### config.mk
export PLATFORM = sky130hd
export DESIGN_NAME = helix_pair_duplicate_classifier_top
export DESIGN_NICKNAME = d
export VERILOG_FILES = /design/src/hw/rtl/hpdc_pkg.sv /design/src/hw/rtl/hpdc_prep.sv /design/src/hw/rtl/hpdc_gate.sv /design/src/hw/rtl/hpdc_radius.sv /design/src/hw/rtl/helix_pair_duplicate_classifier_top.sv
export SDC_FILE = /design/constraint.sdc
export NUM_CORES = 2
export LEC_CHECK = 0
export ABC_AREA = 1
export BUFFER_PORTS_ARGS = -buffer_cell sky130_fd_sc_hd__buf_4
export CAP_MARGIN = 10
export CORE_MARGIN = 1
export CORE_UTILIZATION = 45
export DETAILED_ROUTE_END_ITERATION = 8
export PLACE_DENSITY = 0.58
export SETUP_SLACK_MARGIN = 0.4
export SLEW_MARGIN = 20
export SYNTH_ARGS = -nofsm -noshare
export SYNTH_HDL_FRONTEND = slang
export SYNTH_SLANG_ARGS = --single-unit
### constraint.sdc
create_clock -name i_clk -period 13.15 [get_ports i_clk]
set_input_delay 2.63 -clock i_clk [delete_from_list [all_inputs] [get_ports i_clk]]
set_output_delay 2.63 -clock i_clk [all_outputs]
set_load 0.03 [all_outputs]
### src/hw/rtl/hpdc_pkg.sv
// Shared types and constants for the helix pair duplicate classifier.
package hpdc_pkg;

    localparam int D0_W    = 16;
    localparam int PHI_W   = 16;
    localparam int KAPPA_W = 20;
    localparam int KMAG_W  = 20;
    localparam int KSUM_W  = 21;
    localparam int RATIO_W = 16;
    localparam int FLOOR_W = 19;
    localparam int TOL_W   = 15;
    localparam int PROD_W  = RATIO_W + KSUM_W;
    localparam int LHS_W   = KMAG_W + 16;
    localparam int ADDR_W  = 4;

    localparam logic [PHI_W-1:0] QUARTER_TURN   = 16'd16384;
    localparam logic [PHI_W:0]   HALF_TURN      = 17'd32768;
    localparam logic [D0_W:0]    SUM_D0_LIMIT   = 17'd1024;
    localparam logic [D0_W-1:0]  DIFF_D0_ALBEDO = 16'd12032;

    localparam logic [TOL_W-1:0]   RST_MAX_D0_DIFF      = 15'd691;
    localparam logic [TOL_W-1:0]   RST_MAX_PHI_DIFF     = 15'd1565;
    localparam logic [RATIO_W-1:0] RST_MAX_RADIUS_RATIO = 16'd14418;
    localparam logic [FLOOR_W-1:0] RST_KAPPA_FLOOR      = 19'd14;

    typedef enum logic [1:0] {
        REG_MAX_D0_DIFF      = 2'd0,
        REG_MAX_PHI_DIFF     = 2'd1,
        REG_MAX_RADIUS_RATIO = 2'd2,
        REG_KAPPA_FLOOR      = 2'd3
    } t_reg_idx;

    typedef enum logic [1:0] {
        CLS_DISTINCT  = 2'd0,
        CLS_DUPLICATE = 2'd1,
        CLS_ALBEDO    = 2'd2
    } t_pair_class;

    typedef struct packed {
        logic [TOL_W-1:0]   max_d0_diff;
        logic [TOL_W-1:0]   max_phi_diff;
        logic [RATIO_W-1:0] max_radius_ratio;
        logic [FLOOR_W-1:0] kappa_floor;
    } t_cfg;

    typedef struct packed {
        logic [D0_W-1:0]   dd0;
        logic [D0_W:0]     sd0;
        logic [PHI_W-1:0]  dphi;
        logic [KMAG_W-1:0] kmag_a;
        logic [KMAG_W-1:0] kmag_b;
        logic              same;
        logic              opp;
    } t_prep;

    typedef struct packed {
        logic              dup_win;
        logic              alb_win;
        logic [KMAG_W-1:0] kdiff;
        logic [KSUM_W-1:0] ksum;
    } t_gate;

    typedef struct packed {
        logic              dup_win;
        logic              alb_win;
        logic [LHS_W-1:0]  lhs;
        logic [PROD_W-1:0] prod;
    } t_radius;

endpackage

### src/hw/rtl/hpdc_prep.sv
// Stage one: shifted azimuth gap, d0 difference and sum, curvature magnitudes and signs.
module hpdc_prep import hpdc_pkg::*; (
    input  logic                      i_clk,
    input  logic                      i_rst_n,
    input  logic                      i_en,
    input  logic                      i_valid,
    input  logic signed [D0_W-1:0]    i_ref_d0,
    input  logic [PHI_W-1:0]          i_ref_phi,
    input  logic signed [KAPPA_W-1:0] i_ref_kappa,
    input  logic signed [D0_W-1:0]    i_test_d0,
    input  logic [PHI_W-1:0]          i_test_phi,
    input  logic signed [KAPPA_W-1:0] i_test_kappa,
    output logic                      o_valid,
    output t_prep                     o_prep
);

    logic              r_valid;
    t_prep             r_prep;
    t_prep             n_prep;
    logic signed [D0_W:0]    w_diff;
    logic signed [D0_W:0]    w_sum;
    logic [PHI_W-1:0]        w_pa;
    logic [PHI_W-1:0]        w_pb;
    logic signed [KAPPA_W:0] w_ka;
    logic signed [KAPPA_W:0] w_kb;
    logic                    w_a_nz;
    logic                    w_b_nz;

    always_comb begin
        w_diff = {i_ref_d0[D0_W-1], i_ref_d0} - {i_test_d0[D0_W-1], i_test_d0};
        w_sum  = {i_ref_d0[D0_W-1], i_ref_d0} + {i_test_d0[D0_W-1], i_test_d0};
        w_pa   = i_ref_phi + QUARTER_TURN;
        w_pb   = i_test_phi + QUARTER_TURN;
        w_ka   = {i_ref_kappa[KAPPA_W-1], i_ref_kappa};
        w_kb   = {i_test_kappa[KAPPA_W-1], i_test_kappa};
        w_a_nz = |i_ref_kappa;
        w_b_nz = |i_test_kappa;

        n_prep.dd0  = w_diff[D0_W] ? D0_W'(-w_diff) : w_diff[D0_W-1:0];
        n_prep.sd0  = w_sum[D0_W] ? (D0_W+1)'(-w_sum) : w_sum;
        n_prep.dphi = (w_pa > w_pb) ? PHI_W'(w_pa - w_pb) : PHI_W'(w_pb - w_pa);
        n_prep.kmag_a = w_ka[KAPPA_W] ? KMAG_W'(-w_ka) : w_ka[KMAG_W-1:0];
        n_prep.kmag_b = w_kb[KAPPA_W] ? KMAG_W'(-w_kb) : w_kb[KMAG_W-1:0];
        n_prep.same = w_a_nz && w_b_nz && (i_ref_kappa[KAPPA_W-1] == i_test_kappa[KAPPA_W-1]);
        n_prep.opp  = w_a_nz && w_b_nz && (i_ref_kappa[KAPPA_W-1] != i_test_kappa[KAPPA_W-1]);
    end

    always_ff @(posedge i_clk) begin
        if (!i_rst_n) begin
            r_valid <= 1'b0;
        end else if (i_en) begin
            r_valid <= i_valid;
        end
    end

    always_ff @(posedge i_clk) begin
        if (i_en) begin
            r_prep <= n_prep;
        end
    end

    assign o_valid = r_valid;
    assign o_prep  = r_prep;

endmodule

### src/hw/rtl/hpdc_gate.sv
// Stage two: curvature floor, curvature difference and sum, d0 and azimuth window tests.
module hpdc_gate import hpdc_pkg::*; (
    input  logic  i_clk,
    input  logic  i_rst_n,
    input  logic  i_en,
    input  logic  i_valid,
    input  t_prep i_prep,
    input  t_cfg  i_cfg,
    output logic  o_valid,
    output t_gate o_gate
);

    logic              r_valid;
    t_gate             r_gate;
    t_gate             n_gate;
    logic [KMAG_W-1:0] w_floor;
    logic [KMAG_W-1:0] w_ka;
    logic [KMAG_W-1:0] w_kb;
    logic signed [PHI_W:0] w_half;
    logic [PHI_W-1:0]  w_half_abs;

    always_comb begin
        w_floor = {{(KMAG_W-FLOOR_W){1'b0}}, i_cfg.kappa_floor};
        w_ka    = (i_prep.kmag_a > w_floor) ? i_prep.kmag_a : w_floor;
        w_kb    = (i_prep.kmag_b > w_floor) ? i_prep.kmag_b : w_floor;
        w_half  = $signed({1'b0, i_prep.dphi}) - $signed(HALF_TURN);
        w_half_abs = w_half[PHI_W] ? PHI_W'(-w_half) : w_half[PHI_W-1:0];

        n_gate.kdiff = (w_ka > w_kb) ? (w_ka - w_kb) : (w_kb - w_ka);
        n_gate.ksum  = {1'b0, w_ka} + {1'b0, w_kb};
        n_gate.dup_win = i_prep.same
            && (i_prep.dd0 < {1'b0, i_cfg.max_d0_diff})
            && (i_prep.dphi < {1'b0, i_cfg.max_phi_diff});
        n_gate.alb_win = i_prep.opp
            && (i_prep.sd0 < SUM_D0_LIMIT)
            && (i_prep.dd0 > DIFF_D0_ALBEDO)
            && (w_half_abs < {1'b0, i_cfg.max_phi_diff});
    end

    always_ff @(posedge i_clk) begin
        if (!i_rst_n) begin
            r_valid <= 1'b0;
        end else if (i_en) begin
            r_valid <= i_valid;
        end
    end

    always_ff @(posedge i_clk) begin
        if (i_en) begin
            r_gate <= n_gate;
        end
    end

    assign o_valid = r_valid;
    assign o_gate  = r_gate;

endmodule

### src/hw/rtl/hpdc_radius.sv
// Stage three: ratio limit times curvature sum, scaled curvature difference.
module hpdc_radius import hpdc_pkg::*; (
    input  logic    i_clk,
    input  logic    i_rst_n,
    input  logic    i_en,
    input  logic    i_valid,
    input  t_gate   i_gate,
    input  t_cfg    i_cfg,
    output logic    o_valid,
    output t_radius o_radius
);

    logic    r_valid;
    t_radius r_radius;
    t_radius n_radius;

    always_comb begin
        n_radius.dup_win = i_gate.dup_win;
        n_radius.alb_win = i_gate.alb_win;
        n_radius.lhs     = {i_gate.kdiff, 16'd0};
        n_radius.prod    = {{KSUM_W{1'b0}}, i_cfg.max_radius_ratio}
                         * {{RATIO_W{1'b0}}, i_gate.ksum};
    end

    always_ff @(posedge i_clk) begin
        if (!i_rst_n) begin
            r_valid <= 1'b0;
        end else if (i_en) begin
            r_valid <= i_valid;
        end
    end

    always_ff @(posedge i_clk) begin
        if (i_en) begin
            r_radius <= n_radius;
        end
    end

    assign o_valid  = r_valid;
    assign o_radius = r_radius;

endmodule

### src/hw/rtl/helix_pair_duplicate_classifier_top.sv
// Top level: configuration registers, three-stage classifier pipeline and output register.
//
// Input channel: one beat carries a reference track and a candidate track
// (d0, azimuth, signed curvature each); accepted when i_valid and o_ready.
// Output channel: one beat per input beat carrying o_pair_class
// (0 distinct, 1 same-charge duplicate, 2 opposite-charge albedo);
// taken when o_valid and i_ready.
// The beat passes the difference, window and multiplier stage registers,
// then the final compare into the output register.
// Throughput: one beat per cycle while the receiver keeps i_ready high.
// Each stage carries its own valid bit and loads when empty or when the
// stage after it moves, so bubbles close up and a stalled receiver only
// backs up the pipeline; o_ready drops when all four stages are full and i_ready is low.
// Reset clears every valid bit and restores the register reset values.
// Configuration: APB write at byte address 4*index, pready always high;
// write only while the pipeline is empty.
module helix_pair_duplicate_classifier_top import hpdc_pkg::*; (
    input  logic                      i_clk,
    input  logic                      i_rst_n,
    input  logic                      i_valid,
    output logic                      o_ready,
    input  logic signed [D0_W-1:0]    i_ref_d0,
    input  logic [PHI_W-1:0]          i_ref_phi,
    input  logic signed [KAPPA_W-1:0] i_ref_kappa,
    input  logic signed [D0_W-1:0]    i_test_d0,
    input  logic [PHI_W-1:0]          i_test_phi,
    input  logic signed [KAPPA_W-1:0] i_test_kappa,
    output logic                      o_valid,
    input  logic                      i_ready,
    output logic [1:0]                o_pair_class,
    input  logic                      psel,
    input  logic                      penable,
    input  logic                      pwrite,
    input  logic [ADDR_W-1:0]         paddr,
    input  logic [31:0]               pwdata,
    output logic [31:0]               prdata,
    output logic                      pready
);

    t_cfg        r_cfg;
    t_reg_idx    w_idx;
    logic        w_wr;
    logic        r_out_valid;
    logic [1:0]  r_out_class;
    logic [1:0]  n_out_class;
    logic        w_rad_ok;
    logic        w_en_out;
    logic        w_en_rad;
    logic        w_en_gate;
    logic        w_en_prep;
    logic        w_prep_valid;
    logic        w_gate_valid;
    logic        w_rad_valid;
    t_prep       w_prep;
    t_gate       w_gate;
    t_radius     w_radius;

    assign w_idx  = t_reg_idx'(paddr[3:2]);
    assign w_wr   = psel && penable && pwrite;
    assign pready = 1'b1;

    always_ff @(posedge i_clk) begin
        if (!i_rst_n) begin
            r_cfg.max_d0_diff      <= RST_MAX_D0_DIFF;
            r_cfg.max_phi_diff     <= RST_MAX_PHI_DIFF;
            r_cfg.max_radius_ratio <= RST_MAX_RADIUS_RATIO;
            r_cfg.kappa_floor      <= RST_KAPPA_FLOOR;
        end else if (w_wr) begin
            case (w_idx)
                REG_MAX_D0_DIFF:      r_cfg.max_d0_diff      <= pwdata[TOL_W-1:0];
                REG_MAX_PHI_DIFF:     r_cfg.max_phi_diff     <= pwdata[TOL_W-1:0];
                REG_MAX_RADIUS_RATIO: r_cfg.max_radius_ratio <= pwdata[RATIO_W-1:0];
                REG_KAPPA_FLOOR:      r_cfg.kappa_floor      <= pwdata[FLOOR_W-1:0];
                default: ;
            endcase
        end
    end

    always_comb begin
        case (w_idx)
            REG_MAX_D0_DIFF:      prdata = {{(32-TOL_W){1'b0}}, r_cfg.max_d0_diff};
            REG_MAX_PHI_DIFF:     prdata = {{(32-TOL_W){1'b0}}, r_cfg.max_phi_diff};
            REG_MAX_RADIUS_RATIO: prdata = {{(32-RATIO_W){1'b0}}, r_cfg.max_radius_ratio};
            REG_KAPPA_FLOOR:      prdata = {{(32-FLOOR_W){1'b0}}, r_cfg.kappa_floor};
            default:              prdata = 32'd0;
        endcase
    end

    // stage loads when empty or when the next stage moves
    assign w_en_out  = !r_out_valid || i_ready;
    assign w_en_rad  = !w_rad_valid || w_en_out;
    assign w_en_gate = !w_gate_valid || w_en_rad;
    assign w_en_prep = !w_prep_valid || w_en_gate;
    assign o_ready   = w_en_prep;

    hpdc_prep u_prep (
        .i_clk        (i_clk),
        .i_rst_n      (i_rst_n),
        .i_en         (w_en_prep),
        .i_valid      (i_valid),
        .i_ref_d0     (i_ref_d0),
        .i_ref_phi    (i_ref_phi),
        .i_ref_kappa  (i_ref_kappa),
        .i_test_d0    (i_test_d0),
        .i_test_phi   (i_test_phi),
        .i_test_kappa (i_test_kappa),
        .o_valid      (w_prep_valid),
        .o_prep       (w_prep)
    );

    hpdc_gate u_gate (
        .i_clk   (i_clk),
        .i_rst_n (i_rst_n),
        .i_en    (w_en_gate),
        .i_valid (w_prep_valid),
        .i_prep  (w_prep),
        .i_cfg   (r_cfg),
        .o_valid (w_gate_valid),
        .o_gate  (w_gate)
    );

    hpdc_radius u_radius (
        .i_clk    (i_clk),
        .i_rst_n  (i_rst_n),
        .i_en     (w_en_rad),
        .i_valid  (w_gate_valid),
        .i_gate   (w_gate),
        .i_cfg    (r_cfg),
        .o_valid  (w_rad_valid),
        .o_radius (w_radius)
    );

    always_comb begin
        w_rad_ok = {1'b0, w_radius.lhs} < w_radius.prod;
        if (w_radius.alb_win && w_rad_ok) begin
            n_out_class = CLS_ALBEDO;
        end else if (w_radius.dup_win && w_rad_ok) begin
            n_out_class = CLS_DUPLICATE;
        end else begin
            n_out_class = CLS_DISTINCT;
        end
    end

    always_ff @(posedge i_clk) begin
        if (!i_rst_n) begin
            r_out_valid <= 1'b0;
        end else if (w_en_out) begin
            r_out_valid <= w_rad_valid;
        end
    end

    always_ff @(posedge i_clk) begin
        if (w_en_out) begin
            r_out_class <= n_out_class;
        end
    end

    assign o_valid      = r_out_valid;
    assign o_pair_class = r_out_class;

endmodule

==> results.toml <==
[min_path]
min_path_cells = 0
hold_path_end = "u_radius.o_radius[74]"
hp-class = "register to register"
worstHoldStart = "u_gate.o_gate[42]"

[yosys]
synth.most_common_cell = "nand2_1"
synth_top_cell_area_share_pct = 17.5
ys_ff_latch = 253
synth_flop_cell = "edfxtp_1"
ys_types = 61
syn_area_um2 = 31600
synth_edf_count = 184
synth_area_leaders = "edfxtp_1 17%, fa_1 17%, ha_1 13%"
async_flop_share_pct = 0
syn_inst = 4191
yosys_warnings = 0
synthTopCellsByCount = "1033 x nand2_1, 871 x inv_1, 335 x ha_1"
avgSynthCellArea_um2 = 7.55
yosysSeqAreaShare_pct = 21.8
synth_area_leader_cell = "edfxtp_1"

[setup_path]
reg2reg_slack_ns = 6.65
crit_path_end_kind = "primary output"
rr_worst_depth = 22
path_class = "input pin to primary output"
cp.arrival_ns = 4.46
cp_max_fo = 61
crit_path_start_kind = "input pin"
crit_required_ns = 10.52
regToRegEndpoint = "u_radius.o_radius[32]"
r2r_start = "u_gate.o_gate[5]"

[timing]
worst_pin_slew_ns = 1.11
slew_viol_final = 0
rsz0062_at_grt = "false"
finClkSkew_ns = 0.0220
fin_crit_ns = 7.09
final_hold_viol_count = 0
fin_crit_sh_pct = 53.9
tns_ns = 0
relSlewSlack_pct = 25.7
fmax_mhz = 141
setup_violations = 0

[routing]
vias_per_cell = 5.04
ant_nets = 0
drc_errors = 0
wl_per_cell_um = 16.9
vias = 26200
dr.pass1.iters = 7
drt_iter0_drc = 1532
drt-total-wl_um = 87800

[floorplan]
die_h_um = 267
die_area_um2 = 71400
initial_core_util_pct = 45.8
rows = 96
dieWidth_um = 267
coreArea_um2 = 69100
ioPinCount = 184

[clock_network]
htreeDepth = 1
tritoncts = "done"
clk_path_buf_depth = 3
clockRootBuffer = "clkbuf_16"
post_cts_buffers = 0
clock_latency_ns = 0.58
cts_inserted_buffers = 29
ctsResizeCount = 0
cts_sinks = 253
postCtsHoldBufs = 0
clk_pin_slew_ns = 0.06

[final_layout]
area_growth_pct = 8.43
register_area_um2 = 6910
drive_gt1_share_pct = 6.77
diodes = 0
nNetsFinal = 4998
n_fill_cell = 6937
design_area_um2 = 34300
multiInputGateArea_um2 = 20600

[global_routing]
grt_start_max_net_pins = 68
grt-ovfl-total = 0
antenna_found_initial = 5
track_usage_pct = 25.0
grt_pass1_vias = 26000
grt_pass1_wl_um = 139000

[placed_design]
gp_congestion = 0.971
placed_area_um2 = 33400
dp.final_hpwl_um = 72400
port_buffers = 154

[flow_run]
max_cap_viol_count = 0

[run_status]
status = "finished, final reports clean"
-- routing by layer --
layer | GRT usage [%] | share of wire (%) | vias up
li1 | - | - | 13100
met1 | 30.6 | 42 | 12400
met2 | 46.2 | 51 | 568
met3 | 2.57 | 4.1 | 138
met4 | 6.49 | 2.8 | 10
met5 | 0 | 0.080 | -
-- sequential cells by signal (all words and copies together), names as in the netlist --
name and count:
o_pair_class 2, o_valid 1, r_cfg 65, u_gate.o_gate 42, u_gate.o_valid 1, u_prep.o_prep 81
u_prep.o_valid 1, u_radius.o_radius 59, u_radius.o_valid 1
-- cells by family (layout without fill, tap and decap cells) --
family                     count (synthesis)  count (layout)  share of synthesized area (%)
AOI/OAI and AO/OA                        558             558                           10.0
DFF                                      253             253                           21.8
and+or+nand+nor                         1559            1559                           20.2
buffers and inverters                   1054            1119                           13.1
other                                      2              14                         0.0237
adders and majority gates                606             606                           30.4
xor gates and xnor gates                 158             158                           4.40
muxes                                      1               1                         0.0316
-- critical path, stage by stage --
cell and delay [ns]:
buf_4 0.08, nor2_1 0.03, inv_1 0.20, nor2_1 0.08, inv_2 0.05, buf_4 0.59, nor2_1 0.22, nand2_4 0.33
buf_4 0.23
-- worst max-delay path by stage --
stage / cells after the start / end / from
2_1_floorplan: 6 / o_ready / i_ready
3_3_place_gp: 9 / o_ready / i_ready
3_5_place_dp: 9 / o_ready / i_ready
4_1_cts: 9 / o_ready / i_ready
5_1_grt: 9 / o_ready / i_ready
6_report: 9 / o_ready / i_ready
-- cell usage in the layout (no fill, tap or decap), drive strengths merged, types with 21 or more instances in the layout --
master / synthesis / routed
a21o: 21 / 21
a21oi: 258 / 258
buf: 60 / 177
clkbuf: 106 / 38
dfxtp: 69 / 69
edfxtp: 184 / 184
fa: 271 / 271
ha: 335 / 335
inv: 886 / 889
nand2: 1045 / 1045
nand3: 157 / 157
nand4: 29 / 29
nor2: 260 / 260
nor3: 38 / 38
o211ai: 25 / 25
o21ai: 183 / 183
xnor2: 43 / 43
xor2: 115 / 115
-- metrics by stage --
stage | std cells | utilization (%) | hold WS [ns] | worst slack, ns
2_1_floorplan | 4203 | - | 0.400 | 4.36
3_3_place_gp | 5145 | 48.3 | 0.400 | 6.00
3_5_place_dp | 5145 | 48.3 | 0.405 | 5.98
4_1_cts | 5199 | 49.7 | 0.419 | 5.98
5_1_grt | 5199 | 49.7 | 0.422 | 5.87
6_report | 5199 | 49.7 | 0.416 | 6.06
-- cell type report --
class	instances	share of cell area [%]
repair buffers	177	3.87
well taps	931	3.40
inverters	888	9.72
flip-flops and latches	253	20.1
clock inverters	16	0.463
clock buffers	38	2.24
multi-input cells	2896	60.2
Power is left out: the tool's default activity adds up to more than one toggle a clock period on the data nets, which glitch-free logic cannot reach.
